### src/gss_pkg.sv
// Shared types, constants and command formats of the Gray-Scott stencil engine.
`default_nettype none

package gss_pkg;

    // Default geometry and number format
    localparam int GRID_WIDTH_DEF          = 256;
    localparam int VALUE_FRACTION_BITS_DEF = 15;

    // Taps of one 3x3 window, read in raster order
    localparam int FETCH_TAPS = 9;

    // Coefficient reset values (Q2.14)
    localparam logic signed [15:0] CENTER_RESET   = -16'sd16384;
    localparam logic signed [15:0] CARDINAL_RESET = 16'sd3277;
    localparam logic signed [15:0] DIAGONAL_RESET = 16'sd819;
    localparam logic [14:0]        DIFF_A_RESET   = 15'd16384;
    localparam logic [14:0]        DIFF_B_RESET   = 15'd8192;
    localparam logic [14:0]        FEED_RESET     = 15'd901;
    localparam logic [14:0]        KILL_RESET     = 15'd1016;
    localparam logic [14:0]        DT_RESET       = 15'd16384;

    // Item kinds
    localparam logic MODE_DRAIN = 1'b1;

    // Register map of the configuration port
    typedef enum logic [2:0] {
        REG_CENTER,
        REG_CARDINAL,
        REG_DIAGONAL,
        REG_DIFF_A,
        REG_DIFF_B,
        REG_FEED,
        REG_KILL,
        REG_TIME_STEP
    } reg_idx_t;

    // Controller states
    typedef enum logic [1:0] {
        S_IDLE,
        S_FETCH,
        S_CALC,
        S_LOAD
    } state_t;

    // Datapath micro-steps; border cells run PASS then GRAY
    typedef enum logic [4:0] {
        ST_LAPC_A, ST_LAPE_A, ST_LAPD_A, ST_DIFH_A, ST_DIFL_A, ST_DIFS_A,
        ST_LAPC_B, ST_LAPE_B, ST_LAPD_B, ST_DIFH_B, ST_DIFL_B, ST_DIFS_B,
        ST_AB, ST_ABB, ST_FEED, ST_KILL,
        ST_DA, ST_TAH, ST_TAL, ST_NA,
        ST_DB, ST_TBH, ST_TBL, ST_NB,
        ST_GRAY, ST_PASS
    } step_t;

    // Commands from controller to datapath
    typedef struct packed {
        step_t      step;
        logic       calc;
        logic       tap_valid;
        logic [3:0] tap_idx;
        logic       load_out;
        logic       last;
    } cmd_t;

endpackage

`default_nettype wire

### src/gss_datapath.sv
// Datapath: coefficient registers, window sums, shared multiplier and output word register.
`default_nettype none

module gss_datapath import gss_pkg::*; #(
    parameter int VALUE_FRACTION_BITS = VALUE_FRACTION_BITS_DEF
) (
    input  wire logic        clk,
    input  wire logic        rst_n,
    input  wire logic        cfg_write,
    input  wire logic [2:0]  cfg_index,
    input  wire logic [15:0] cfg_data,
    input  wire cmd_t        cmd,
    input  wire logic [15:0] a_tap,
    input  wire logic [15:0] b_tap,
    output logic      [15:0] a_out,
    output logic      [15:0] b_out,
    output logic      [7:0]  gray_level,
    output logic             last_of_frame
);

    localparam int F        = VALUE_FRACTION_BITS;
    localparam int AbbDown  = (F >= 14) ? F - 14 : 0;
    localparam int AbbUp    = (F < 14) ? 14 - F : 0;
    localparam logic signed [25:0] ValueOne = 26'sd1 <<< F;
    localparam logic signed [63:0] CapV =
        (F < 16) ? (64'sd1 <<< F) : 64'sd65535;

    // Coefficients
    logic signed [15:0] cw_reg, cc_reg, dw_reg;
    logic [14:0]        da_reg, db_reg, f_reg, k_reg, dt_reg;

    // Window summary per component
    logic [15:0] a_ctr_reg, b_ctr_reg;
    logic [17:0] a_card_reg, a_diag_reg, b_card_reg, b_diag_reg;

    // Arithmetic state
    logic signed [63:0] acc_reg, acc_next;
    logic [23:0]        lo_reg, lo_next;
    logic signed [47:0] dif_a_reg, dif_a_next;
    logic signed [47:0] dif_b_reg, dif_b_next;
    logic signed [47:0] abb_reg, abb_next;
    logic signed [47:0] feed_reg, feed_next;
    logic signed [47:0] kill_reg, kill_next;
    logic signed [47:0] d_reg, d_next;
    logic [15:0]        na_reg, na_next;
    logic [15:0]        nb_reg, nb_next;
    logic [7:0]         gray_reg, gray_next;

    logic signed [25:0] mx, my;
    logic signed [51:0] prod;
    logic signed [63:0] prod_ext;
    logic               mul_on, mul_acc, mul_shl;
    logic signed [63:0] new_a, new_b;
    logic signed [17:0] gdiff;
    logic signed [25:0] gscaled;

    function automatic logic [15:0] sat_value(input logic signed [63:0] v);
        logic [15:0] r;
        if (v < 0)
        begin
            r = '0;
        end
        else if (v > CapV)
        begin
            r = 16'(CapV);
        end
        else
        begin
            r = 16'(v);
        end
        return r;
    endfunction

    // Register writes
    always_ff @(posedge clk or negedge rst_n)
    begin
        if (!rst_n)
        begin
            cw_reg <= CENTER_RESET;
            cc_reg <= CARDINAL_RESET;
            dw_reg <= DIAGONAL_RESET;
            da_reg <= DIFF_A_RESET;
            db_reg <= DIFF_B_RESET;
            f_reg  <= FEED_RESET;
            k_reg  <= KILL_RESET;
            dt_reg <= DT_RESET;
        end
        else if (cfg_write)
        begin
            unique case (reg_idx_t'(cfg_index))
                REG_CENTER:    cw_reg <= cfg_data;
                REG_CARDINAL:  cc_reg <= cfg_data;
                REG_DIAGONAL:  dw_reg <= cfg_data;
                REG_DIFF_A:    da_reg <= cfg_data[14:0];
                REG_DIFF_B:    db_reg <= cfg_data[14:0];
                REG_FEED:      f_reg  <= cfg_data[14:0];
                REG_KILL:      k_reg  <= cfg_data[14:0];
                REG_TIME_STEP: dt_reg <= cfg_data[14:0];
                default:
                begin
                end
            endcase
        end
    end

    // Collect center, edge and corner sums as the taps arrive
    always_ff @(posedge clk)
    begin
        if (cmd.tap_valid)
        begin
            if (cmd.tap_idx == 4'd4)
            begin
                a_ctr_reg <= a_tap;
                b_ctr_reg <= b_tap;
            end
            else if (cmd.tap_idx[0])
            begin
                a_card_reg <= (cmd.tap_idx == 4'd1) ? 18'(a_tap) : a_card_reg + 18'(a_tap);
                b_card_reg <= (cmd.tap_idx == 4'd1) ? 18'(b_tap) : b_card_reg + 18'(b_tap);
            end
            else
            begin
                a_diag_reg <= (cmd.tap_idx == 4'd0) ? 18'(a_tap) : a_diag_reg + 18'(a_tap);
                b_diag_reg <= (cmd.tap_idx == 4'd0) ? 18'(b_tap) : b_diag_reg + 18'(b_tap);
            end
        end
    end

    // Select multiplier operands per step
    always_comb
    begin
        mx      = '0;
        my      = '0;
        mul_on  = 1'b0;
        mul_acc = 1'b0;
        mul_shl = 1'b0;
        case (cmd.step) inside
            ST_LAPC_A: begin mx = 26'(cw_reg); my = signed'(26'(a_ctr_reg)); mul_on = 1'b1; end
            ST_LAPE_A: begin mx = 26'(cc_reg); my = signed'(26'(a_card_reg));
                             mul_on = 1'b1; mul_acc = 1'b1; end
            ST_LAPD_A: begin mx = 26'(dw_reg); my = signed'(26'(a_diag_reg));
                             mul_on = 1'b1; mul_acc = 1'b1; end
            ST_DIFH_A: begin mx = signed'(26'(da_reg)); my = 26'(acc_reg >>> 24);
                             mul_on = 1'b1; mul_shl = 1'b1; end
            ST_DIFL_A: begin mx = signed'(26'(da_reg)); my = signed'(26'(lo_reg));
                             mul_on = 1'b1; mul_acc = 1'b1; end
            ST_LAPC_B: begin mx = 26'(cw_reg); my = signed'(26'(b_ctr_reg)); mul_on = 1'b1; end
            ST_LAPE_B: begin mx = 26'(cc_reg); my = signed'(26'(b_card_reg));
                             mul_on = 1'b1; mul_acc = 1'b1; end
            ST_LAPD_B: begin mx = 26'(dw_reg); my = signed'(26'(b_diag_reg));
                             mul_on = 1'b1; mul_acc = 1'b1; end
            ST_DIFH_B: begin mx = signed'(26'(db_reg)); my = 26'(acc_reg >>> 24);
                             mul_on = 1'b1; mul_shl = 1'b1; end
            ST_DIFL_B: begin mx = signed'(26'(db_reg)); my = signed'(26'(lo_reg));
                             mul_on = 1'b1; mul_acc = 1'b1; end
            ST_AB:     begin mx = signed'(26'(a_ctr_reg)); my = signed'(26'(b_ctr_reg));
                             mul_on = 1'b1; end
            ST_ABB:    begin mx = 26'(acc_reg >>> F); my = signed'(26'(b_ctr_reg));
                             mul_on = 1'b1; end
            ST_FEED:   begin mx = signed'(26'(f_reg)); my = ValueOne - signed'(26'(a_ctr_reg));
                             mul_on = 1'b1; end
            ST_KILL:   begin mx = signed'(26'(k_reg) + 26'(f_reg));
                             my = signed'(26'(b_ctr_reg)); mul_on = 1'b1; end
            ST_TAH, ST_TBH:
            begin
                mx = signed'(26'(dt_reg)); my = 26'(d_reg >>> 24);
                mul_on = 1'b1; mul_shl = 1'b1;
            end
            ST_TAL, ST_TBL:
            begin
                mx = signed'(26'(dt_reg)); my = signed'(26'(lo_reg));
                mul_on = 1'b1; mul_acc = 1'b1;
            end
            default:
            begin
            end
        endcase
    end

    assign prod     = mx * my;
    assign prod_ext = mul_shl ? (64'(prod) <<< 24) : 64'(prod);

    // Step results
    always_comb
    begin
        acc_next   = acc_reg;
        lo_next    = lo_reg;
        dif_a_next = dif_a_reg;
        dif_b_next = dif_b_reg;
        abb_next   = abb_reg;
        feed_next  = feed_reg;
        kill_next  = kill_reg;
        d_next     = d_reg;
        na_next    = na_reg;
        nb_next    = nb_reg;
        gray_next  = gray_reg;

        new_a   = signed'(64'(a_ctr_reg)) + (acc_reg >>> 28);
        new_b   = signed'(64'(b_ctr_reg)) + (acc_reg >>> 28);
        gdiff   = signed'(18'(na_reg)) - signed'(18'(nb_reg));
        gscaled = ((26'(gdiff) <<< 8) - 26'(gdiff)) >>> F;

        if (cmd.calc)
        begin
            if (mul_on)
            begin
                acc_next = (mul_acc ? acc_reg : 64'sd0) + prod_ext;
            end
            case (cmd.step) inside
                ST_DIFH_A, ST_DIFH_B: lo_next = acc_reg[23:0];
                ST_DIFS_A: dif_a_next = 48'(acc_reg >>> 14);
                ST_DIFS_B: dif_b_next = 48'(acc_reg >>> 14);
                ST_FEED:   abb_next   = 48'((acc_reg >>> AbbDown) <<< AbbUp);
                ST_KILL:   feed_next  = 48'(acc_reg);
                ST_DA:
                begin
                    kill_next = 48'(acc_reg);
                    d_next    = dif_a_reg - abb_reg + feed_reg;
                end
                ST_TAH, ST_TBH: lo_next = d_reg[23:0];
                ST_NA:     na_next = sat_value(new_a);
                ST_DB:     d_next  = dif_b_reg + abb_reg - kill_reg;
                ST_NB:     nb_next = sat_value(new_b);
                ST_PASS:
                begin
                    na_next = a_ctr_reg;
                    nb_next = b_ctr_reg;
                end
                ST_GRAY:
                begin
                    if (gscaled < 0)
                    begin
                        gray_next = '0;
                    end
                    else if (gscaled > 26'sd255)
                    begin
                        gray_next = 8'd255;
                    end
                    else
                    begin
                        gray_next = 8'(gscaled);
                    end
                end
                default:
                begin
                end
            endcase
        end
    end

    // Hold arithmetic state and the output word
    always_ff @(posedge clk)
    begin
        acc_reg   <= acc_next;
        lo_reg    <= lo_next;
        dif_a_reg <= dif_a_next;
        dif_b_reg <= dif_b_next;
        abb_reg   <= abb_next;
        feed_reg  <= feed_next;
        kill_reg  <= kill_next;
        d_reg     <= d_next;
        na_reg    <= na_next;
        nb_reg    <= nb_next;
        gray_reg  <= gray_next;
        if (cmd.load_out)
        begin
            a_out         <= na_reg;
            b_out         <= nb_reg;
            gray_level    <= gray_reg;
            last_of_frame <= cmd.last;
        end
    end

endmodule

`default_nettype wire

### config.mk
export PLATFORM = sky130hd
export DESIGN_NAME = gss_datapath
export DESIGN_NICKNAME = d
export VERILOG_FILES = /design/src/gss_pkg.sv /design/src/gss_datapath.sv
export SDC_FILE = /design/constraint.sdc
export NUM_CORES = 2
export LEC_CHECK = 0
export ABC_AREA = 0
export BUFFER_PORTS_ARGS = -buffer_cell sky130_fd_sc_hd__buf_2
export CAP_MARGIN = 20
export CORE_MARGIN = 1.5
export CORE_UTILIZATION = 40
export DETAILED_ROUTE_END_ITERATION = 10
export HOLD_SLACK_MARGIN = 0.02
export PLACE_DENSITY = 0.65
export REMOVE_ABC_BUFFERS = 1
export SETUP_SLACK_MARGIN = 0.4
export SYNTH_ARGS = -nofsm -noshare
export SYNTH_HDL_FRONTEND = slang
export SYNTH_SLANG_ARGS = --single-unit
### constraint.sdc
create_clock -name clk -period 14.1 [get_ports clk]
set_input_delay 0.705 -clock clk [delete_from_list [all_inputs] [get_ports clk]]
set_output_delay 0.705 -clock clk [all_outputs]
set_load 0.05 [all_outputs]
# [Word level (Yosys, flattened, before mapping)]
# Cells that the tools add are included.
[totals] regBits=684 out_inout_bits=41 word_cells=249 inputBits=67
[classes] order_cmp=6 bitwise_logic=13 n_eq_ne=43 muxes=106 n_addsub=15 n_reduce_logical=32 mul=1
[ops] op="two-way mux 26 bit" n=30
[ops] op="two-way mux 16 bit" n=14
[ops] op="two-way mux 24 bit" n=8
[ops] op="two-way mux 48 bit" n=4
[ops] op="two-way mux 64 bit" n=2
[ops] op="adder 48 bit" n=2
[ops] op="subtractor 48 bit" n=2
[ops] op="adder 17 x 36 -> 37 bit" n=2
[ops] op="> comparator 37 x 17 -> 1 bit (second input constant)" n=2
[ops] op="< comparator 37 x 1 -> 1 bit (second input constant)" n=2
[ops] op="adder 18 x 16 -> 18 bit" n=4
[ops] op="adder 64 bit" n=1
[ops] op="multiplier 26 x 26 -> 52 bit" n=1
[ops] op="equality test 5 bit (second input constant)" n=10
[ops] op="two-way mux 1 bit" n=46
[ops] op="equality test 5 x 4 -> 1 bit (second input constant)" n=8
[ops] op="subtractor 25 x 17 -> 26 bit" n=1
[ops] op="AND reduction 11 bit" n=2
[ops] op="equality test 5 x 3 -> 1 bit (second input constant)" n=4
[ops] op="AND reduction 2 bit" n=10
[ops] op="subtractor 16 x 16 -> 17 bit" n=1
[ops] op="subtractor 16 x 16 -> 17 bit (first input constant)" n=1
[ops] op="adder 15 x 15 -> 16 bit" n=1
[ops] op="two-way mux 15 bit" n=1
[ops] op="25 further kinds" n=57

# [Longest topological paths before layout]
[depth] ltp_word=21 depth_mapped=56 mapped_depth_nobuf=54

# [Worst setup path before layout]
# OpenSTA, ideal clock, no wires.
[synth_timing] path_kind="flip-flop to flip-flop" from="reg f_reg[0]" to="reg acc_reg[63], data pin" setup_time_ns=0.269 slack_ns=2.323 path_stages_with_launch=54 path_buffers=2 arrival_time_ns=11.507 t_required_ns=13.831 path_cell_list="dfstp_2 ha_1 fa_1 a21o_1 a21oi_1 o21bai_1 a21oi_1 o21ai_0 a31oi_1 o21ai_0 xor2_1 a211oi_1 a21oi_1 a221o_1 clkbuf_1 clkbuf_1 nand2_1 fa_1 [18 not listed] a21bo_2 a21oi_1 o21bai_1 xnor2_1 o21ai_0 ha_1 a21oi_1 o21ai_1 a2111oi_0 o41a_1 nand3_1 a31oi_1 o21a_1 o21ba_2 o21ai_0 a221oi_1 o21ba_2 xor3_1"
[synth_between] elab_chain_cells=18
[synth_rtl] element="from (decl)" line_no="gss_datapath.sv:30" source="logic [14:0] da_reg, db_reg, f_reg, k_reg, dt_reg;"
[synth_rtl] element="from (signal assigned)" line_no="gss_datapath.sv:96" source="REG_FEED: f_reg <= cfg_data[14:0];"
[synth_rtl] element="adder 15 x 15 -> 16 bit" line_no="gss_datapath.sv:162" source="ST_KILL: begin mx = signed'(26'(k_reg) + 26'(f_reg));"
[synth_rtl] element="two-way mux 26 bit" line_no="gss_datapath.sv:137" source="case (cmd.step) inside"
[synth_rtl] element="two-way mux 26 bit (*) (13 in series)" line_no="gss_datapath.sv:137"
[synth_rtl] element="multiplier 26 x 26 -> 52 bit (*)" line_no="gss_datapath.sv:180" source="assign prod = mx * my;"
[synth_rtl] element="two-way mux 64 bit (*)" line_no="gss_datapath.sv:181" source="assign prod_ext = mul_shl ? (64'(prod) <<< 24) : 64'(prod);"
[synth_rtl] element="adder 64 bit (*)" line_no="gss_datapath.sv:207" source="acc_next = (mul_acc ? acc_reg : 64'sd0) + prod_ext;"
[synth_rtl] element="to (signal assigned)" line_no="gss_datapath.sv:254" source="acc_reg <= acc_next;"
[synth_rtl] element="to (decl)" line_no="gss_datapath.sv:37" source="logic signed [63:0] acc_reg, acc_next;"
# Every way passes the cells marked *; elsewhere a longest branch is shown, timed or not.
# A chain may end at the register's enable or synchronous reset.

# [Worst setup path in the final report]
[layout_timing] from="reg a_ctr_reg[1]" to="reg acc_reg[62], data pin"
[layout_between] elab_chain_cells=17 word_cells_on_any_way=28
[layout_rtl] element="from (decl)" line_no="gss_datapath.sv:33" source="logic [15:0] a_ctr_reg, b_ctr_reg;"
[layout_rtl] element="from (signal assigned)" line_no="gss_datapath.sv:113" source="a_ctr_reg <= a_tap;"
[layout_rtl] element="subtractor 16 x 16 -> 17 bit" line_no="gss_datapath.sv:160" source="ST_FEED: begin mx = signed'(26'(f_reg)); my = ValueOne - signed'(26'(a_ctr_reg));"
[layout_rtl] element="two-way mux 26 bit (13 in series)" line_no="gss_datapath.sv:137"
[layout_rtl] element="multiplier 26 x 26 -> 52 bit (*)" line_no="gss_datapath.sv:180"
[layout_rtl] element="two-way mux 64 bit (*)" line_no="gss_datapath.sv:181"
[layout_rtl] element="adder 64 bit (*)" line_no="gss_datapath.sv:207"
# Marked as above.

==> impl_results.md <==
* Status: completed
* Crit path top cell by count: fa_1
* Vias at 55600
* Routed Antenna Nets at 0
* Wire length per cell at 24.4 um
* Setup crit start kind: flop
* Setup TNS at 0 ps
* Wire length of the first global-routing pass at 360 mm
* Post-synth top area cell: edfxtp_1
* Period utilisation layout at 0.927
* Worst endpoint data arrival time at 13510 ps
* Die ar. at 0.179 mm2
* I/O Buffers at 107
* Max cap viols at 0
* Minimum clock period at 13060 ps
* Reg clk slew, reported paths at 60 ps
* Worst reg2reg path depth at 44
* Max Fanout on Critical Path at 15
* DRC at 0
* Slew headroom at 0.125
* CP endpoint kind: flop
* Post-synth top cells: inv_1, fa_1, nand2_1
* Gpl congestion at 1.02
* First drt pass iteration count at 9
* Die Span Y at 423 um
* Ranking of synthesized cells by area: edfxtp_1, fa_1, ha_1
* # setup viols final at 0
* Clk_skew at 26.3 ps
* Top-Level Pins at 108
* Req. time, crit path at 14550 ps
* DR vias/cell at 5.60
* CTS Root Cell: clkbuf_16
* CTS Sinks at 684
* Vias in the first global route at 56400
* Total grt overflow at 0
* F_max at 76.5 MHz
* Hold crit path type: primary input to asynchronous set/reset pin
* FF-to-FF End: acc_reg[62]
* Rows at 154
* Routed WL at 242 mm
* Async SR Flop Fraction at 0.180
* Max-slew violation count at 0
* Top-count cell post-synth: inv_1
* Fillers at 16700
* Clock latency on the worst-skew pair at 710 ps
* Worst stage delay on the critical path at 660 ps
* Synthesized area per cell at 9.73 um2
* Initial Utilization at 0.402
* Setup CP Type: flop to flop
* Post-synthesis cell count at 7268
* Initial detailed-routing violation count at 6169
* CP Launch Point: a_ctr_reg[1]
* Cell variety after synth at 98
* Core region area at 0.176 mm2
* Hpwl dp at 189 mm
* Die W at 423 um
* CTS tree: yes
* Share of the synthesized area in the top cell type at 0.238
* TritonCTS buffer count at 78
* Hold-fix buffers at CTS at 0
* Internal reg-to-reg setup slack at 1040 ps
* H-tree depth at 3
* Final #Nets at 8841
* Area growth syn-to-layout at 10.6%
* Pin count of the biggest net entering global routing at 67
* Critical Path End: acc_reg[62]
* Initial antenna violation count at 24
* Worst reg2reg path startpoint: a_ctr_reg[1]
* Synth Warn # at 0
* Max FFs per register at 64
* Post-synth EDFFs at 561
* RSZ-0062 raised after global routing: false
* CTS max path bufs at 3
* Layout cells sized above 1 at 0.0986
* Top FF cell, synth: edfxtp_1
* Mapped Area at 0.0707 mm2
* Register area share after synthesis at 0.282
* Fin. Hold Viols at 0
* Total Routing Usage GR at 0.269
* Number of synthesized register bits at 684
* Slew at the pin with the worst max-slew slack at 1310 ps
* Crit-path slowest cell: or4_1
==> critical path, delay by kind of cell (launching register included) <==
| family | cells | cell delay [ps] |
|---|---|---|
| compound gates | 17 | 4360 |
| flops | 1 | 510 |
| simple gates | 9 | 2170 |
| mux | 1 | 160 |
| xor+xnor | 3 | 690 |
| buf+inv | 5 | 550 |
| fa+ha+maj | 9 | 4360 |
==> worst min-delay path by stage <==
stage                            from            end  slack, ps  cells past startpoint
after floorplan           gray_reg[0]  gray_level[0]        400                      0
after global placement    gray_reg[4]  gray_level[4]        410                      0
after detailed placement  gray_reg[3]  gray_level[3]        410                      0
after CTS                       rst_n      f_reg[10]        140                      1
after global routing           cmd[0]  last_of_frame        160                      1
final                           rst_n       f_reg[5]        140                      1
==> logic make-up (layout without fill, tap and decap cells) <==
group           after synthesis  count (layout)  synth area share
flops                       684             684             0.282
other cells                   2              92          0.000106
fa+ha+maj                  1262            1262             0.310
simple gates               1842            1842             0.123
xor+xnor                    303             303            0.0377
compound gates             1475            1475             0.137
buf+inv                    1515            1742            0.0807
mux                         185             185            0.0290
==> through the flow <==
stage,hold WS (ps),instances,util,setup WS [ps],cell area (um2)
floorplan,400,7104,-,1170,70100
global placement,408,9764,0.428,653,75400
detailed placement,408,9764,0.428,501,75400
CTS,141,9909,0.444,505,78100
global route,164,9921,0.444,396,78200
finish,136,9925,0.445,1040,78200
==> cell usage in the layout (no fill, tap or decap), types with 26 or more instances in the layout <==
master | netlist | layout
a211oi_1 | 43 | 43
a21o_1 | 188 | 188
a21oi_1 | 395 | 388
a221oi_1 | 44 | 43
a22oi_1 | 36 | 34
a31oi_1 | 36 | 35
and2_1 | 137 | 137
and3_1 | 42 | 38
buf_2 | 13 | 105
buf_4 | 0 | 221
clkbuf_16 | 0 | 81
conb_1 | 2 | 84
dfrtp_1 | 93 | 93
dfstp_2 | 30 | 30
edfxtp_1 | 561 | 561
fa_1 | 814 | 814
ha_1 | 448 | 448
inv_1 | 1266 | 1266
mux2_2 | 158 | 158
nand2_1 | 705 | 703
nand2b_1 | 48 | 48
nand3_1 | 101 | 101
nand4_1 | 33 | 33
nor2_1 | 382 | 376
nor2b_1 | 167 | 167
nor3_1 | 102 | 93
o211ai_1 | 26 | 26
o21a_1 | 54 | 53
o21ai_0 | 248 | 247
o21ai_1 | 40 | 38
o21bai_1 | 40 | 40
o22ai_1 | 45 | 44
o31ai_1 | 43 | 42
or3_1 | 27 | 26
xnor2_1 | 192 | 192
xor2_1 | 110 | 110
==> metal layers <==
layer	part of all wire	global-route usage
met1	0.42	0.362
met2	0.44	0.411
met3	0.088	0.0513
met4	0.057	0.136
met5	0.00026	0
==> area by class of cell <==
cell class / count / area (um2) / area share
timing repair buffer: 328 / 2210 / 0.0283
clock inverter: 59 / 676 / 0.00864
clock buffer: 86 / 2050 / 0.0262
antenna: 8 / 20.0 / 0.000256
tap: 2340 / 2930 / 0.0374
sequential: 684 / 20000 / 0.255
multi-input combinational: 5151 / 45600 / 0.583
inverter: 1269 / 4760 / 0.0609
==> repair_timing <==
action	in CTS	in global routing
resized for setup	0	7
endpoints found under the setup margin	0	12
buffers inserted	0	6
Power is left out: the tool's default activity adds up to more than one toggle a clock period on the data nets, which glitch-free logic cannot reach.
