## config.mk

```make
export PLATFORM = sky130hd
export DESIGN_NAME = gss_ctrl
export DESIGN_NICKNAME = d
export VERILOG_FILES = /design/src/gss_pkg.sv /design/src/gss_ctrl.sv
export SDC_FILE = /design/constraint.sdc
export NUM_CORES = 1
export LEC_CHECK = 0
export CORE_ASPECT_RATIO = 1.25
export CORE_MARGIN = 1.5
export CORE_UTILIZATION = 51
export CTS_CLUSTER_SIZE = 28
export DETAILED_ROUTE_END_ITERATION = 12
export DONT_BUFFER_PORTS = 1
export HOLD_SLACK_MARGIN = 0.06
export PLACE_DENSITY = 0.78
export SLEW_MARGIN = 20
export SYNTH_ARGS = -nofsm -noshare
export SYNTH_HDL_FRONTEND = slang
export SYNTH_SLANG_ARGS = --single-unit
export TNS_END_PERCENT = 5
```

## constraint.sdc

```tcl
create_clock -name clk -period 4.8 [get_ports clk]
set_input_delay 0.48 -clock clk [delete_from_list [all_inputs] [get_ports clk]]
set_output_delay 0.48 -clock clk [all_outputs]
set_load 0.02 [all_outputs]
```

## src/gss_pkg.sv

```systemverilog
// Shared types, constants and command formats of the Gray-Scott stencil engine.
`default_nettype none

package gss_pkg;

    // Default geometry and number format
    localparam int GRID_WIDTH_DEF          = 256;
    localparam int VALUE_FRACTION_BITS_DEF = 15;

    // Taps of one 3x3 window, read in raster order
    localparam int FETCH_TAPS = 9;

    // Coefficient reset values (Q2.14)
    localparam logic signed [15:0] CENTER_RESET   = -16'sd16384;
    localparam logic signed [15:0] CARDINAL_RESET = 16'sd3277;
    localparam logic signed [15:0] DIAGONAL_RESET = 16'sd819;
    localparam logic [14:0]        DIFF_A_RESET   = 15'd16384;
    localparam logic [14:0]        DIFF_B_RESET   = 15'd8192;
    localparam logic [14:0]        FEED_RESET     = 15'd901;
    localparam logic [14:0]        KILL_RESET     = 15'd1016;
    localparam logic [14:0]        DT_RESET       = 15'd16384;

    // Item kinds
    localparam logic MODE_DRAIN = 1'b1;

    // Register map of the configuration port
    typedef enum logic [2:0] {
        REG_CENTER,
        REG_CARDINAL,
        REG_DIAGONAL,
        REG_DIFF_A,
        REG_DIFF_B,
        REG_FEED,
        REG_KILL,
        REG_TIME_STEP
    } reg_idx_t;

    // Controller states
    typedef enum logic [1:0] {
        S_IDLE,
        S_FETCH,
        S_CALC,
        S_LOAD
    } state_t;

    // Datapath micro-steps; border cells run PASS then GRAY
    typedef enum logic [4:0] {
        ST_LAPC_A, ST_LAPE_A, ST_LAPD_A, ST_DIFH_A, ST_DIFL_A, ST_DIFS_A,
        ST_LAPC_B, ST_LAPE_B, ST_LAPD_B, ST_DIFH_B, ST_DIFL_B, ST_DIFS_B,
        ST_AB, ST_ABB, ST_FEED, ST_KILL,
        ST_DA, ST_TAH, ST_TAL, ST_NA,
        ST_DB, ST_TBH, ST_TBL, ST_NB,
        ST_GRAY, ST_PASS
    } step_t;

    // Commands from controller to datapath
    typedef struct packed {
        step_t      step;
        logic       calc;
        logic       tap_valid;
        logic [3:0] tap_idx;
        logic       load_out;
        logic       last;
    } cmd_t;

endpackage

`default_nettype wire

```

## src/gss_ctrl.sv

```systemverilog
// Controller: ring pointers, window fetch sequence, step sequencing and output handshake.
`default_nettype none

module gss_ctrl import gss_pkg::*; #(
    parameter int GRID_WIDTH = GRID_WIDTH_DEF
) (
    input  wire logic clk,
    input  wire logic rst_n,
    input  wire logic in_valid,
    output logic      in_ready,
    input  wire logic mode,
    output logic      ram_we,
    output logic [$clog2(2*GRID_WIDTH+3)-1:0] ram_waddr,
    output logic [$clog2(2*GRID_WIDTH+3)-1:0] ram_raddr,
    output logic      out_valid,
    input  wire logic out_ready,
    output cmd_t      cmd
);

    localparam int RingDepth = 2 * GRID_WIDTH + 3;
    localparam int RW = $clog2(RingDepth);
    localparam int PW = $clog2(RingDepth + 1);
    localparam int DW = PW + 1;
    localparam int CW = $clog2(GRID_WIDTH);
    localparam logic [3:0] FetchLast  = 4'(FETCH_TAPS);
    localparam logic [3:0] TapRowEnd0 = 4'd2;
    localparam logic [3:0] TapRowEnd1 = 4'd5;

    state_t        state_reg, state_next;
    step_t         step_reg, step_next;
    logic [RW-1:0] inpos_reg, inpos_next;
    logic [PW-1:0] pending_reg, pending_next;
    logic [RW-1:0] addr_reg, addr_next;
    logic [3:0]    k_reg, k_next;
    logic [CW-1:0] row_reg, row_next;
    logic [CW-1:0] col_reg, col_next;
    logic          border_reg, border_next;
    logic          last_reg, last_next;
    logic          out_valid_reg, out_valid_next;
    logic          tap_valid_reg;
    logic [3:0]    tap_idx_reg;

    logic          accept;
    logic          slot_free;
    logic          do_emit;
    logic [RW-1:0] inpos_inc;
    logic [RW-1:0] pos_now;
    logic [PW-1:0] pend_cell;
    logic [PW-1:0] pend_now;
    logic [DW-1:0] head_d;
    logic [RW-1:0] head;
    logic [DW-1:0] base_d;
    logic [RW-1:0] base;
    logic [DW-1:0] addr_sum;
    logic [DW-1:0] addr_step;

    assign accept    = in_valid && in_ready;
    assign slot_free = !out_valid_reg || out_ready;

    // Ring bookkeeping for the word being accepted
    always_comb
    begin
        inpos_inc = (inpos_reg == RW'(RingDepth - 1)) ? '0 : inpos_reg + 1'b1;
        pend_cell = (pending_reg < PW'(RingDepth)) ? pending_reg + 1'b1 : pending_reg;
        if (mode == MODE_DRAIN)
        begin
            pos_now  = inpos_reg;
            pend_now = pending_reg;
            do_emit  = (pending_reg != '0);
        end
        else
        begin
            pos_now  = inpos_inc;
            pend_now = pend_cell;
            do_emit  = (pend_cell > PW'(GRID_WIDTH + 1));
        end
        head_d = DW'(pos_now) - DW'(pend_now);
        head   = head_d[DW-1] ? RW'(head_d + DW'(RingDepth)) : RW'(head_d);
        base_d = DW'(head) - DW'(GRID_WIDTH + 1);
        base   = base_d[DW-1] ? RW'(base_d + DW'(RingDepth)) : RW'(base_d);
    end

    // Next fetch address: step one cell, or wrap to the next window row
    always_comb
    begin
        addr_step = (k_reg == TapRowEnd0 || k_reg == TapRowEnd1) ?
                    DW'(GRID_WIDTH - 2) : DW'(1);
        addr_sum  = DW'(addr_reg) + addr_step;
    end

    // Next state
    always_comb
    begin
        state_next = state_reg;
        unique case (state_reg)
            S_IDLE:
            begin
                if (accept && do_emit)
                begin
                    state_next = S_FETCH;
                end
            end
            S_FETCH:
            begin
                if (k_reg == FetchLast)
                begin
                    state_next = S_CALC;
                end
            end
            S_CALC:
            begin
                if (step_reg == ST_GRAY)
                begin
                    state_next = S_LOAD;
                end
            end
            S_LOAD:
            begin
                if (slot_free)
                begin
                    state_next = S_IDLE;
                end
            end
            default:
            begin
                state_next = S_IDLE;
            end
        endcase
    end

    // Outputs and counters
    always_comb
    begin
        in_ready       = (state_reg == S_IDLE);
        ram_we         = accept && (mode != MODE_DRAIN);
        ram_waddr      = inpos_reg;
        ram_raddr      = addr_reg;
        out_valid      = out_valid_reg;

        inpos_next     = inpos_reg;
        pending_next   = pending_reg;
        addr_next      = addr_reg;
        k_next         = k_reg;
        step_next      = step_reg;
        row_next       = row_reg;
        col_next       = col_reg;
        border_next    = border_reg;
        last_next      = last_reg;
        out_valid_next = out_valid_reg && !out_ready;

        cmd.step      = step_reg;
        cmd.calc      = 1'b0;
        cmd.tap_valid = tap_valid_reg;
        cmd.tap_idx   = tap_idx_reg;
        cmd.load_out  = 1'b0;
        cmd.last      = last_reg;

        unique case (state_reg)
            S_IDLE:
            begin
                if (accept)
                begin
                    inpos_next   = pos_now;
                    pending_next = pend_now;
                    if (do_emit)
                    begin
                        // Take the oldest pending cell and advance the raster position
                        pending_next = pend_now - 1'b1;
                        addr_next    = base;
                        k_next       = '0;
                        border_next  = (row_reg == '0) || (col_reg == '0) ||
                                       (row_reg == CW'(GRID_WIDTH - 1)) ||
                                       (col_reg == CW'(GRID_WIDTH - 1));
                        last_next    = (row_reg == CW'(GRID_WIDTH - 1)) &&
                                       (col_reg == CW'(GRID_WIDTH - 1));
                        if (col_reg == CW'(GRID_WIDTH - 1))
                        begin
                            col_next = '0;
                            row_next = (row_reg == CW'(GRID_WIDTH - 1)) ? '0 : row_reg + 1'b1;
                        end
                        else
                        begin
                            col_next = col_reg + 1'b1;
                        end
                    end
                end
            end
            S_FETCH:
            begin
                k_next    = k_reg + 1'b1;
                addr_next = (addr_sum >= DW'(RingDepth)) ?
                            RW'(addr_sum - DW'(RingDepth)) : RW'(addr_sum);
                step_next = border_reg ? ST_PASS : ST_LAPC_A;
            end
            S_CALC:
            begin
                cmd.calc  = 1'b1;
                step_next = (step_reg == ST_PASS) ? ST_GRAY : step_t'(step_reg + 1'b1);
            end
            S_LOAD:
            begin
                if (slot_free)
                begin
                    cmd.load_out   = 1'b1;
                    out_valid_next = 1'b1;
                end
            end
            default:
            begin
            end
        endcase
    end

    // Registers
    always_ff @(posedge clk or negedge rst_n)
    begin
        if (!rst_n)
        begin
            state_reg     <= S_IDLE;
            step_reg      <= ST_LAPC_A;
            inpos_reg     <= '0;
            pending_reg   <= '0;
            addr_reg      <= '0;
            k_reg         <= '0;
            row_reg       <= '0;
            col_reg       <= '0;
            border_reg    <= 1'b0;
            last_reg      <= 1'b0;
            out_valid_reg <= 1'b0;
            tap_valid_reg <= 1'b0;
            tap_idx_reg   <= '0;
        end
        else
        begin
            state_reg     <= state_next;
            step_reg      <= step_next;
            inpos_reg     <= inpos_next;
            pending_reg   <= pending_next;
            addr_reg      <= addr_next;
            k_reg         <= k_next;
            row_reg       <= row_next;
            col_reg       <= col_next;
            border_reg    <= border_next;
            last_reg      <= last_next;
            out_valid_reg <= out_valid_next;
            // Read data shows up in the cycle after its address
            tap_valid_reg <= (state_reg == S_FETCH) && (k_reg != FetchLast);
            tap_idx_reg   <= k_reg;
        end
    end

endmodule

`default_nettype wire

```

-- Word level (Yosys, flattened, before mapping)
Cells that the tools add are included.
- output and inout port bits: 36
- RAM bits: 0
- memories kept: 0
- logic and storage cells: 103
- memory bits (read-only): 0
- bits in latches: 0
- bits in registers: 65
- input port bits: 5
- multiply operators: 0
- divide/modulo/power cells: 0
- reductions and logical operators: 24
- bitwise logic cells: 1
- add/subtract/negate cells: 13
- shift-type cells: 0
- magnitude comparators: 3
- mux-type cells: 31
- equality and inequality tests: 18
- operators by type and width (cell ; count):
    10-bit two-way mux ; 10
    8-bit two-way mux ; 3
    10-bit by 1-bit adder with 10-bit output (second input constant) ; 2
    10-bit adder (second input constant) ; 2
    10-bit one-hot mux with 2 select lines ; 1
    8-bit by 1-bit adder with 8-bit output (second input constant) ; 2
    8-bit equality test (second input constant) ; 2
    8-bit logical NOT ; 2
    10-bit by 8-bit adder with 11-bit output ; 1
    11-bit by 10-bit greater-or-equal comparator with 1-bit output (second input constant) ; 1
    10-bit by 10-bit subtractor with 11-bit output ; 1
    10-bit by 9-bit subtractor with 11-bit output (second input constant) ; 1
    10-bit equality test (second input constant) ; 1
    5-bit equality test (second input constant) ; 2
    10-bit by 9-bit greater-than comparator with 1-bit output (second input constant) ; 1
    10-bit less-than comparator (second input constant) ; 1
    5-bit two-way mux ; 2
    5-bit one-hot mux with 2 select lines ; 1
    10-bit nonzero test ; 1
    10-bit by 1-bit subtractor with 10-bit output (second input constant) ; 1
    10-bit subtractor (second input constant) ; 1
    2-bit two-way mux ; 4
    4-bit two-way mux ; 2
    2-bit one-hot mux with 4 select lines ; 1
    other kinds (21) ; 44

-- Logic depth before layout (Yosys ltp)
Gate-level depths: netlist of the first run.
- depth in word-level cells: 12
- mapped depth: 27
- depth with buffers taken out: 25

-- Worst setup path before layout of the first run
OpenSTA, ideal clock, no wires.
- path type: register to register
- start: reg pending_reg[7]
- end: reg addr_reg[8] (netlist: ram_raddr[8])
- arrival time: 5182 ps
- slack: -506 ps
- data required time: 4676 ps
- cell stages (with the launch flop): 23
- buffers on the path: 2
- setup time: 124 ps
- period minus slack after synthesis: 5306 ps
- cells stage by stage: dfrtp_1 -> buf_2 -> or4_4 -> o31ai_4 -> and2_1 -> clkbuf_1 -> nor2_1 -> a21oi_1 -> inv_1 -> fa_1 -> ha_1 -> a211o_1 -> or3_4 -> xnor2_1 -> ha_1 -> nor4b_1 -> a211oi_1 -> xnor2_1 -> nand3b_1 -> nor3_4 -> nand3_1 -> xor2_1 -> a211o_1
- cells in the longest elaborated chain, start to end: 12
- elaborated cells on any way between the ends: 18
- classes of those cells: 5 x add/sub; 2 x order compare; 1 x eq/ne; 8 x mux; 2 x reduce/logical
- ends and longest elaborated chain (item ; line ; RTL):
    start: declaration ; gss_ctrl.sv:32 ; logic [PW-1:0] pending_reg, pending_next;
    start signal: assignment ; gss_ctrl.sv:238 ; pending_reg <= pending_next;
    10-bit by 1-bit adder with 10-bit output or 10-bit less-than comparator (tied branches) ; gss_ctrl.sv:64 ; pend_cell = (pending_reg < PW'(RingDepth)) ? pending_reg + 1'b1 : pending_reg;
    10-bit two-way mux ; gss_ctrl.sv:64 ;
    10-bit two-way mux ; gss_ctrl.sv:65 ; if (mode == MODE_DRAIN)
    10-bit by 10-bit subtractor with 11-bit output ; gss_ctrl.sv:77 ; head_d = DW'(pos_now) - DW'(pend_now);
    10-bit adder ; gss_ctrl.sv:78 ; head = head_d[DW-1] ? RW'(head_d + DW'(RingDepth)) : RW'(head_d);
    10-bit two-way mux ; gss_ctrl.sv:78 ;
    10-bit by 9-bit subtractor with 11-bit output ; gss_ctrl.sv:79 ; base_d = DW'(head) - DW'(GRID_WIDTH + 1);
    10-bit adder ; gss_ctrl.sv:80 ; base = base_d[DW-1] ? RW'(base_d + DW'(RingDepth)) : RW'(base_d);
    10-bit two-way mux ; gss_ctrl.sv:80 ;
    10-bit two-way mux ; gss_ctrl.sv:165 ; if (do_emit)
    10-bit two-way mux ; gss_ctrl.sv:161 ; if (accept)
    10-bit one-hot mux with 2 select lines ; gss_ctrl.sv:158 ; unique case (state_reg)
    end signal: assignment ; gss_ctrl.sv:239 ; addr_reg <= addr_next;
    end: declaration ; gss_ctrl.sv:33 ; logic [RW-1:0] addr_reg, addr_next;
Parallel ways exist; a longest one is shown, timed or not. The select of a mux whose other input is x is not followed.
A chain may end at the register's enable or synchronous reset.

-- Worst setup path in the final report of the first run
- start: reg pending_reg[7]
- end: reg addr_reg[9] (netlist: ram_raddr[9])
The elaborated chain is that of the path after synthesis.

==> results of run 1 <==
area by class of cell:
| cell class | instances | share of cell area, % |
|---|---|---|
| Multi-Input combinational cell | 573 | 59.6 |
| Sequential cell | 65 | 22.7 |
| Timing Repair Buffer | 80 | 8.70 |
| Clock buffer | 10 | 3.20 |
| Tap cell | 161 | 2.81 |
| Inverter | 39 | 2.04 |
| Clock inverter | 6 | 0.961 |
cell usage after synthesis (5+ instances only):
library cell,count
o31ai_1,7
and2_1,11
nor3_1,18
o22ai_1,6
a211oi_1,9
a21o_1,10
a31oi_1,11
clkbuf_1,16
nand3b_1,6
ha_1,44
nor2b_1,9
or3_1,5
mux2i_1,6
nand3_1,24
o21a_1,8
xor2_1,27
o21ai_1,16
nor4_1,7
inv_1,38
xnor2_1,50
o21ai_0,25
nor2_1,44
dfrtp_1,65
and3_1,18
nand2_1,78
a21oi_1,28
nand4_1,10
metal layers:
layer	wire (um)	part of all wire, %	up-vias
met5	0	0	-
met4	321	2.1	0
met3	782	5.1	29
met2	8010	52	168
met1	6210	41	2593
li1	-	-	2651
logic make-up after synthesis:
group | count (synthesis) | synth area share [%]
AND/OR/NAND/NOR | 265 | 23.5
adder cells (fa/ha/maj) | 46 | 9.71
flip-flops | 65 | 26.7
XOR/XNOR | 83 | 12.8
buffers and inverters | 65 | 4.77
AO/OA/AOI/OAI | 166 | 20.0
multiplexers | 13 | 2.47
per-stage QoR:
step	utilization, %	TNS (ps)	hold slack, ps
after floorplan	-	-1870	184
after global placement	58.0	-483	186
after detailed placement	58.0	-1960	187
after CTS	61.4	-1000	235
after global routing	61.6	-4340	247
final	61.6	-1920	238
final timing paths:
kind	end	slack [ps]	start
setup / recovery	ram_raddr[9]	-340	pending_reg[7]
hold / removal	ram_waddr[1]	240	mode
setup reg to reg	ram_raddr[9]	-340	pending_reg[7]
hold reg to reg	tap_idx_reg[3]	470	k_reg[3]
max in group asynchronous	ram_raddr[4]	3850	rst_n
min in group asynchronous	step_reg[1]	680	rst_n
what timing repair did:
item | in CTS | in global routing
pin swaps | 2 | 2
setup buffers | 1 | 0
resized for setup | 9 | 5
hold buffers | 2 | 0
endpoints found under the hold margin | 65 | 0
endpoints found under the setup margin | 10 | 10
gates cloned | 0 | 0
==> flow_summary.toml, run 1 <==
[clocking]
cts_root_buf = "clkbuf_16"
worstSkewPairLatency_ps = 340
htreeDepth = 3
clk_path_buf_depth = 2
numClockSinks = 65
cts_tree = "yes"
numCtsBuffers = 9
path_clk_slew_ps = 60

[status]
violations = "setup timing"
status = "finished, violations left"

[worst_setup_path]
worstPathArrival_ps = 5330
cp-start-kind = "register"
cp-end-kind = "register"
cp_common_cell = "ha_2"
critPathKind = "reg2reg"
crit_chain = "or4_4 > o31ai_4 > and2_4 > xnor2_2 > ha_2 > fa_1 > ha_2 > a211o_1 > or3_4 > xnor2_4 > ha_2 > nand2_1 > mux2i_2 > o31ai_1 > mux2i_1 > a32o_1 > nand2_1 > o31ai_2 > xnor2_1 > a21oi_1"
worst_path_largest_cell_delay_ps = 560
cp_slowest_cell = "or4_4"
path_buf_inv = 0
crit_fanout = 4
worst-r2r-cell-count = 20
critical_path_required_ps = 4980
cpLargestDelayFamily = "simple AND/OR/NAND/NOR gates"
path_depth = 20

[route]
drt_iter0_drc = 289
wl_per_cell_um = 16.4
route.final.wire_length_um = 15300
firstDrtPassIters = 6
antenna_left = 0
drc = 0
viasPerCell = 5.83
vias = 5441

[synth]
synth_top_area_share_pct = 26.7
netlist_area_mm2 = 0.00608
avgSynthCellArea_um2 = 8.65
synth_seq_area_share_pct = 26.7
synthArstFlopShare_pct = 100
syn_nets = 754
synth-edff-count = 0
ys_top_cells_by_area = "dfrtp_1 27%, ha_1 9.1%, xnor2_1 7.2%"
ys.flop_type = "dfrtp_1"
ys_ff_latch = 65
netlist_instances = 703
synth_area_leader_cell = "dfrtp_1"
yosysUniqueCellTypes = 90
yosys_warnings = 0

[global_routing]
busiest_layer = "met2"
use_met3_pct = 5.03
grt.met1_usage_pct = 30.2
antenna_found_initial = 0
grt_remaining_overflow = 0
grt_max_degree = 66
grt_use_total_pct = 25.4
grt_pass1_vias = 5520
met2_usage_pct = 44.9
grt_pass1_wl_um = 26200

[sta]
fin_ws_ps = -345
maxSlewViolCount = 0
skew_ps = 9.15
hold_violations = 0
worst_slew_pin_slew_ps = 652
period_minus_slack_ps = 5140
relSlewSlack_pct = 56.4
fin_crit_sh_pct = 107
grt_setup_unrepaired = "true"
max_freq_mhz = 194
final-setup-viol-count = 10

[final_layout]
final_layout_size_suffix_gt1_share_pct = 21.1
diodes = 0
stdcell_count = 934
area.growth.synth_to_final_pct = 17.8
mostFrequentLayoutCells = "78 x nand2_1, 78 x buf_4, 65 x dfrtp_1"
fin_area_mm2 = 0.00716
regArea_mm2 = 0.00163
layout.nets = 819
multi_input_area_mm2 = 0.00427
fill_cells = 957

[placed_design]
placed_cells = 915
port_buffers = 0
place_area_mm2 = 0.00673
place_congestion = 0.913
hpwl_um = 11500
dp_slack_ps = -314

[hold_path]
hold_depth = 1
hold_path.class = "in2reg"

[die]
num_rows = 44
ioPinCount = 41
start_util_pct = 52.3
die_area_mm2 = 0.0126
die_h_um = 125
die_x_um = 101
core-area_mm2 = 0.0116

[job]
max_cap_viol_count = 0
Power of run 1 is not shown: default switching activity piles up to over one toggle a cycle in this logic, so the estimate is an artifact.
==> inputs of run 2 (changes only) <==
--- a/config.mk
+++ b/config.mk
@@ -5,6 +5,7 @@
 export SDC_FILE = /design/constraint.sdc
 export NUM_CORES = 1
 export LEC_CHECK = 0
+export CAP_MARGIN = 20
 export CORE_ASPECT_RATIO = 1.25
 export CORE_MARGIN = 1.5
 export CORE_UTILIZATION = 51
@@ -13,7 +14,8 @@
 export DONT_BUFFER_PORTS = 1
 export HOLD_SLACK_MARGIN = 0.06
 export PLACE_DENSITY = 0.78
-export SLEW_MARGIN = 20
+export SKIP_CTS_REPAIR_TIMING = 1
+export SLEW_MARGIN = 0
 export SYNTH_ARGS = -nofsm -noshare
 export SYNTH_HDL_FRONTEND = slang
 export SYNTH_SLANG_ARGS = --single-unit
==> run 2 against run 1 <==
Setup slack improved by 14 ps. Non-clock buffer count decreased by 1. Count of clock-buffer cells in the layout unchanged. The flow still finishes with violations (setup timing).
==> flow_summary.toml, run 2 (synthesis gave the netlist of run 1 again) <==
[status]
status = "finished, violations left"
violations = "setup timing"

[clocking]
htreeDepth = 3
worstSkewPairLatency_ps = 340
numCtsBuffers = 9
path_clk_slew_ps = 50
cts_root_buf = "clkbuf_16"
numClockSinks = 65
cts_tree = "yes"
clk_path_buf_depth = 2

[final_layout]
utilization_pct = 61.3
layout.nets = 818
final_layout_size_suffix_gt1_share_pct = 20.2
area.growth.synth_to_final_pct = 17.0
diodes = 0
mostFrequentLayoutCells = "78 x nand2_1, 77 x buf_4, 65 x dfrtp_1"
final_common_cell = "nand2_1"

[route]
vias = 5430
wl_per_cell_um = 16.2
drc = 0
firstDrtPassIters = 5
antenna_left = 0
viasPerCell = 5.82
drt_iter0_drc = 366
route.final.wire_length_um = 15100

[global_routing]
grt_pass1_wl_um = 25600
grt_max_degree = 66
grt_remaining_overflow = 0
antenna_found_initial = 0
grt_use_total_pct = 24.8
grt_pass1_vias = 5435

[worst_setup_path]
cpLargestDelayFamily = "simple AND/OR/NAND/NOR gates"
crit_chain = "or4_4 > o31ai_4 > and2_4 > xnor2_1 > ha_2 > fa_1 > ha_1 > a211o_1 > or3_4 > xnor2_4 > ha_2 > nand2_1 > mux2i_1 > o31ai_1 > mux2i_1 > a32o_1 > nand2_1 > o31ai_2 > xnor2_1 > a21oi_1"
critical_path_required_ps = 4980
critPathKind = "reg2reg"
cp-start-kind = "register"
cp-end-kind = "register"
worstPathArrival_ps = 5310
cp_slowest_cell = "or4_4"
worst_path_largest_cell_delay_ps = 560
path_buf_inv = 0
crit_fanout = 4

[sta]
period_minus_slack_ps = 5130
fin_crit_sh_pct = 107
holdWs_ps = 239
hold_violations = 0
relSlewSlack_pct = 56.6
max_freq_mhz = 195
fin_ws_ps = -331
maxSlewViolCount = 0
skew_ps = 8.35
grt_setup_unrepaired = "true"
final-setup-viol-count = 10
worst_slew_pin_slew_ps = 652

[die]
num_rows = 44
die_x_um = 101
die_h_um = 125
die_area_mm2 = 0.0126
ioPinCount = 41
core-area_mm2 = 0.0116
start_util_pct = 52.3

[placed_design]
hpwl_um = 11500
place_congestion = 0.913
port_buffers = 0
dp_slack_ps = -314

[hold_path]
hold_path.class = "in2reg"

[job]
max_cap_viol_count = 0
[run 2: final timing paths]
| check | startpoint | to | slack [ps] | cells after the start |
|---|---|---|---|---|
| max reg2reg | pending_reg[7] | ram_raddr[9] | -330 | 20 |
| min reg2reg | k_reg[3] | tap_idx_reg[3] | 460 | 0 |
| max | pending_reg[7] | ram_raddr[9] | -330 | 20 |
| min | mode | ram_waddr[1] | 240 | 1 |
| min in group asynchronous | rst_n | pending_reg[6] | 670 | 2 |
| max in group asynchronous | rst_n | ram_raddr[4] | 3860 | 2 |
[run 2: area by class of cell]
class | instances | area (um^2)
fill | 957 | 4500
sequential | 65 | 1630
multi-input combinational | 573 | 4230
inverter | 39 | 146
tap | 161 | 201
clock buffer | 10 | 229
clock inverter | 6 | 68.8
timing repair buffer | 79 | 616
[run 2: layer usage]
layer  GRT usage [%]  wire [um]
met1            29.8       6130
met2            43.9       7950
met3            4.86        794
met4            7.87        213
met5               0          0
[run 2: stage by stage]
step	TNS, ps	std cells	area (um^2)
final	-1870	933	7120
after global placement	-483	915	6730
after detailed placement	-1960	915	6730
after global routing	-4480	933	7120
after floorplan	-1870	703	6100
after CTS	-2200	931	7030
Power of run 2 is left out for the same reason.
